**src/rtl/vrt_pkg.sv**
```systemverilog
// ----------------------------------------------------------------------------
// vrt_pkg
// Shared constants, register codes and types of the vertex transform unit.
// ----------------------------------------------------------------------------
package vrt_pkg;

    localparam int COORD_WIDTH_DEF    = 32;
    localparam int COEF_FRAC_BITS_DEF = 14;
    localparam int AXIS_W             = 16;
    localparam int AXIS_FRAC          = 14;
    localparam int ANGLE_W            = 13;
    localparam int CFG_INDEX_W        = 3;
    localparam int CORDIC_STEPS       = 20;
    localparam int CORDIC_FRAC        = 28;
    localparam int CORDIC_W           = 32;
    localparam int CORDIC_START       = 163008218;
    localparam int FULL_TURN          = 5760;

    // Configuration register indexes.
    localparam logic [CFG_INDEX_W-1:0] REG_MODE     = 3'd0;
    localparam logic [CFG_INDEX_W-1:0] REG_AXIS_X   = 3'd1;
    localparam logic [CFG_INDEX_W-1:0] REG_AXIS_Y   = 3'd2;
    localparam logic [CFG_INDEX_W-1:0] REG_AXIS_Z   = 3'd3;
    localparam logic [CFG_INDEX_W-1:0] REG_ANGLE    = 3'd4;
    localparam logic [CFG_INDEX_W-1:0] REG_DISTANCE = 3'd5;

    // Transform selected by the mode register.
    localparam logic MODE_ROTATE    = 1'b0;
    localparam logic MODE_TRANSLATE = 1'b1;

    // Status from the matrix builder to the datapath control.
    typedef struct packed {
        logic busy;
        logic mode;
    } build_status_t;

    // Arctangent of 2^-i in units of 2^-20 degree.
    function automatic logic signed [CORDIC_W-1:0] cordic_atan(input logic [4:0] i);
        logic signed [CORDIC_W-1:0] r;
        begin
            case (i)
                5'd0:    r = 32'sd47185920;
                5'd1:    r = 32'sd27855475;
                5'd2:    r = 32'sd14718068;
                5'd3:    r = 32'sd7471121;
                5'd4:    r = 32'sd3750058;
                5'd5:    r = 32'sd1876857;
                5'd6:    r = 32'sd938658;
                5'd7:    r = 32'sd469357;
                5'd8:    r = 32'sd234682;
                5'd9:    r = 32'sd117342;
                5'd10:   r = 32'sd58671;
                5'd11:   r = 32'sd29335;
                5'd12:   r = 32'sd14668;
                5'd13:   r = 32'sd7334;
                5'd14:   r = 32'sd3667;
                5'd15:   r = 32'sd1833;
                5'd16:   r = 32'sd917;
                5'd17:   r = 32'sd458;
                5'd18:   r = 32'sd229;
                5'd19:   r = 32'sd115;
                default: r = 32'sd0;
            endcase
            return r;
        end
    endfunction

endpackage

```
**src/rtl/vrt_lane.sv**
```systemverilog
// ----------------------------------------------------------------------------
// vrt_lane
// One output coordinate: three coefficient products or the translated value,
// then the rounded sum clamped to the coordinate range.
// ----------------------------------------------------------------------------
module vrt_lane #(
    parameter int COORD_WIDTH    = vrt_pkg::COORD_WIDTH_DEF,
    parameter int COEF_FRAC_BITS = vrt_pkg::COEF_FRAC_BITS_DEF
) (
    input  logic                              aclk,
    input  logic                              en1,
    input  logic                              en2,
    input  logic                              mode,
    input  logic [2:0][COEF_FRAC_BITS+1:0]    coef_row,
    input  logic [COORD_WIDTH+1:0]            offset,
    input  logic [2:0][COORD_WIDTH-1:0]       point,
    input  logic [COORD_WIDTH-1:0]            own_point,
    output logic [COORD_WIDTH-1:0]            result,
    output logic                              sat
);
    import vrt_pkg::*;

    localparam int CF = COEF_FRAC_BITS + 2;
    localparam int MW = CF + COORD_WIDTH;
    localparam int SW = MW + 2;
    localparam int TW = COORD_WIDTH + 3;

    localparam logic signed [SW-1:0] RND = SW'(64'd1 << (COEF_FRAC_BITS - 1));
    localparam logic signed [SW-1:0] HI  = SW'((64'd1 << (COORD_WIDTH - 1)) - 64'd1);
    localparam logic signed [SW-1:0] LO  = -SW'(64'd1 << (COORD_WIDTH - 1));

    logic signed [MW-1:0] prod_reg [3];
    logic signed [TW-1:0] tr_reg;
    logic [COORD_WIDTH-1:0] res_reg;
    logic                 sat_reg;
    logic signed [SW-1:0] sum, rot, val;

    // Stage one: products and translation.
    always_ff @(posedge aclk) begin
        if (en1) begin
            for (int j = 0; j < 3; j++) begin
                prod_reg[j] <= $signed(coef_row[j]) * $signed(point[j]);
            end
            tr_reg <= TW'($signed(own_point)) + TW'($signed(offset));
        end
    end

    // Stage two: round, select and clamp.
    always_comb begin
        sum = SW'(prod_reg[0]) + SW'(prod_reg[1]) + SW'(prod_reg[2]) + RND;
        rot = sum >>> COEF_FRAC_BITS;
        val = (mode == MODE_TRANSLATE) ? SW'(tr_reg) : rot;
    end

    always_ff @(posedge aclk) begin
        if (en2) begin
            if (val > HI) begin
                res_reg <= HI[COORD_WIDTH-1:0];
                sat_reg <= 1'b1;
            end else if (val < LO) begin
                res_reg <= LO[COORD_WIDTH-1:0];
                sat_reg <= 1'b1;
            end else begin
                res_reg <= val[COORD_WIDTH-1:0];
                sat_reg <= 1'b0;
            end
        end
    end

    assign result = res_reg;
    assign sat    = sat_reg;

endmodule

```
**config.mk**
```make
export PLATFORM = sky130hd
export DESIGN_NAME = vrt_lane
export DESIGN_NICKNAME = d
export VERILOG_FILES = /design/src/rtl/vrt_pkg.sv /design/src/rtl/vrt_lane.sv
export SDC_FILE = /design/constraint.sdc
export NUM_CORES = 2
export LEC_CHECK = 0
export BUFFER_PORTS_ARGS = -buffer_cell sky130_fd_sc_hd__buf_4
export CORE_AREA = 2 2 645 455
export CTS_BUF_LIST = sky130_fd_sc_hd__clkbuf_16
export CTS_CLUSTER_SIZE = 20
export DETAILED_ROUTE_END_ITERATION = 10
export DIE_AREA = 0 0 647 457
export PLACE_DENSITY = 0.49
export RECOVER_POWER = 25
export SYNTH_ARGS = -nofsm -noshare
export SYNTH_HDL_FRONTEND = slang
export SYNTH_SLANG_ARGS = --single-unit
```
**constraint.sdc**
```tcl
create_clock -name aclk -period 8.8 [get_ports aclk]
set_input_delay 0.44 -clock aclk [delete_from_list [all_inputs] [get_ports aclk]]
set_output_delay 0.44 -clock aclk [all_outputs]
set_load 0.02 [all_outputs]
```
==> key figures <==
Status
  – Status: complete, but fails checks
  – Violated checks: max-capacitance violations, max-slew violations

Hold path
  – Hold crit path type: input port to register
  – Worst Hold Path Cells: 2
  – Min-delay src: own_point[0]
  – Hold Crit Endpoint: tr_reg[0]$_DFFE_PP_

Floorplanning
  – Die Y: roughly 460 µm
  – Die Area: just under 0.3 mm²
  – Row count: ~170
  – Die width: about 650 µm
  – Starting Density: 22.9%
  – Top Ports: between 200 and 250
  – Core area: 0.290 mm²

Clock tree
  – Worst skew pair latency: 560 ps
  – Clock sink total: approximately 210
  – Number of setup buffers added after CTS: 0
  – Root Buffer: clkbuf_16
  – CTS tree: yes
  – Clock Path Buffers: 3
  – CTS resizes: 0
  – Post-CTS Hold Fix Bufs: 0
  – Clock-pin slew on the worst setup and hold paths: around 70 ps
  – # H-tree levels: 1
  – CTS Buf Count: 27

Logic synthesis
  – Synth Area per Inst: between 9 and 10 µm²
  – EDFF count, synth: roughly 210
  – Main synth FF type: edfxtp_1
  – Syn nets: 9331
  – Main area contributors after synthesis: fa_1 (45%), inv_1 (10%), edfxtp_1 (9.6%)
  – Gate Count Post-Synth: approximately 7100
  – #FFs+latches synth: about 210
  – Yosys Warn Count: 0
  – Sequential fraction of the synthesis area: 9.60%
  – Asr flop ratio synth: 0%
  – Mapped Area: around 0.066 mm²
  – Synth top area share: a little under half
  – Cell taking the most area after synthesis: fa_1
  – Synth top cells by count: inv_1 (1762), fa_1 (1506), nand2_1 (954), and2_1 (615), ha_1 (470)
  – Netlist cell types: 97
  – Most frequent cell after synthesis: inv_1

STA
  – Post-Route Skew: roughly 16 ps
  – Final hold violations: 0
  – Final critical-path share of the clock period: roughly four fifths
  – Max-Slew Margin vs Limit: -317%
  – Period minus WS final: 6950 ps
  – Peak Freq: approximately 140 MHz
  – Actual slew at the worst max-slew pin: around 6300 ps
  – Final setup TNS: 0 ps
  – RSZ-0062 raised after global routing: no
  – Worst hold slack: 329 ps
  – Final setup vio count: 0
  – Max Slew Vio Count: between 200 and 250

Setup path
  – R2R Setup Slk: 3750 ps
  – Data arrival, critical path: 7260 ps
  – CP required: just over 9000 ps
  – Reg2reg end: result[0]$_SDFFCE_PN1P_
  – FF-to-FF path depth: 13
  – Crit start category: input port
  – R2R Path Start: prod_reg[0][32]$_DFFE_PP_
  – Critical path capture point type: register
  – Setup CP Type: input port to register
  – CP max FO: 32

Route
  – Vias: ~47000
  – DRT iter0 DRCs: roughly 3100
  – DRT Wirelength: roughly 210000 µm
  – Wire per inst: 19.1 µm
  – DRT Pass-1 Iters: 5
  – DR vias/cell: about 4.3
  – Remaining antenna violation count after routing: 0
  – Remaining routing DRC violations: 0

Finish
  – Finished Layout Cells: roughly 11000
  – Layout cell share with drive strength beyond 1: around 5%
  – Filler Cells Inserted: ~31000
  – Reg area: 0.00637 mm²
  – Multi-input gate area: between 0.05 and 0.06 mm²
  – Max reg flops: 144
  – Layout Nets: 9339
  – P&R area growth vs syn: 9.89%

Global routing
  – Total GRT Usage: between 10 and 15%
  – Initial antenna violation count: 30
  – Largest net degree at the start of global routing: between 100 and 150
  – GR Overflow Total: 0
  – Vias in the first global route: ~52000
  – First-pass GRT wire length: between 300000 and 400000 µm

Place
  – GP Congestion: approximately 0.87
  – Detailed placer's ending HPWL: ~170000 µm
  – Port Buffers: roughly 250
  – Placed cell count: 11000

Flow run
  – Max_cap viols: 5
[through the flow]
step	setup slack (ps)	utilization [%]	cell area (µm²)
2_1_floorplan	2150	-	66300
3_3_place_gp	1350	24.8	72000
3_5_place_dp	1350	24.8	72000
4_1_cts	1940	25.1	72900
5_1_grt	1620	25.1	72900
6_report	1850	25.1	72900
[layout make-up]
| type | count | area share (%) |
|---|---|---|
| clock buffer | 27 | 0.927 |
| inverter | 1765 | 9.09 |
| multi-input combinational | 4886 | 71.7 |
| sequential | 212 | 8.73 |
| tap | 3864 | 6.63 |
| timing repair buffer | 257 | 2.62 |
| antenna | 8 | 0.0275 |
| clock inverter | 23 | 0.261 |
[per-layer routing]
metal  vias to the layer above  global-route usage, %  wire length (µm)
li1                      21300                      -                 -
met1                     24700                   20.8            100000
met2                      1267                   22.3             92300
met3                       192                   2.16             11900
met4                        20                   4.09              6770
met5                         -                      0               122
[cell usage in the layout (no fill, tap or decap), types with 40 or more instances in the layout]
cell type  count
inv_1       1763
fa_1        1506
nand2_1      954
and2_1       612
ha_1         470
buf_4        251
edfxtp_1     212
a21oi_1      205
nor2_1       190
xnor2_1      150
a21o_1       120
o21ai_0      110
xor2_1        60
nand3_1       41
nand2b_1      40
[worst max path at each step]
| stage | start | end | cells past startpoint |
|---|---|---|---|
| global placement | coef_row[23] | prod_reg[0][95]$_DFFE_PP_ | 24 |
| CTS | coef_row[15] | prod_reg[0][45]$_DFFE_PP_ | 22 |
| detailed placement | coef_row[15] | prod_reg[0][45]$_DFFE_PP_ | 22 |
| finish | coef_row[23] | prod_reg[0][95]$_DFFE_PP_ | 24 |
| floorplan | coef_row[1] | prod_reg[0][45]$_DFFE_PP_ | 23 |
| global route | coef_row[1] | prod_reg[0][46]$_DFFE_PP_ | 22 |
[cell families (layout without fill, tap and decap cells)]
logic type | after synthesis | count (layout) | share of synthesized area [%]
buffers and inverters | 2043 | 2072 | 11.6
and+or+nand+nor | 2004 | 2004 | 14.5
adders and majority gates | 1976 | 1976 | 54.3
AOI/OAI and AO/OA | 680 | 680 | 6.90
DFF | 212 | 212 | 9.60
xor gates and xnor gates | 210 | 210 | 2.77
muxes | 16 | 16 | 0.247
other | 0 | 8 | 0
[worst max-delay path: stages]
cell and delay (ps):
buf_4 440, nand2_1 160, fa_1 550, inv_1 50, fa_1 510, inv_1 60
fa_1 550, inv_1 50, fa_1 490, fa_1 510, inv_1 50, fa_1 500
inv_1 60, ha_1 250, a21o_1 200, a21o_1 170, a311o_1 400, a221oi_2 250
a21bo_4 280, a31o_4 270, a311oi_1 540, o31ai_1 180, a21oi_1 200, xnor2_1 80
Power is left out: the tool's default activity adds up to more than one toggle a clock period on the data nets, which glitch-free logic cannot reach.
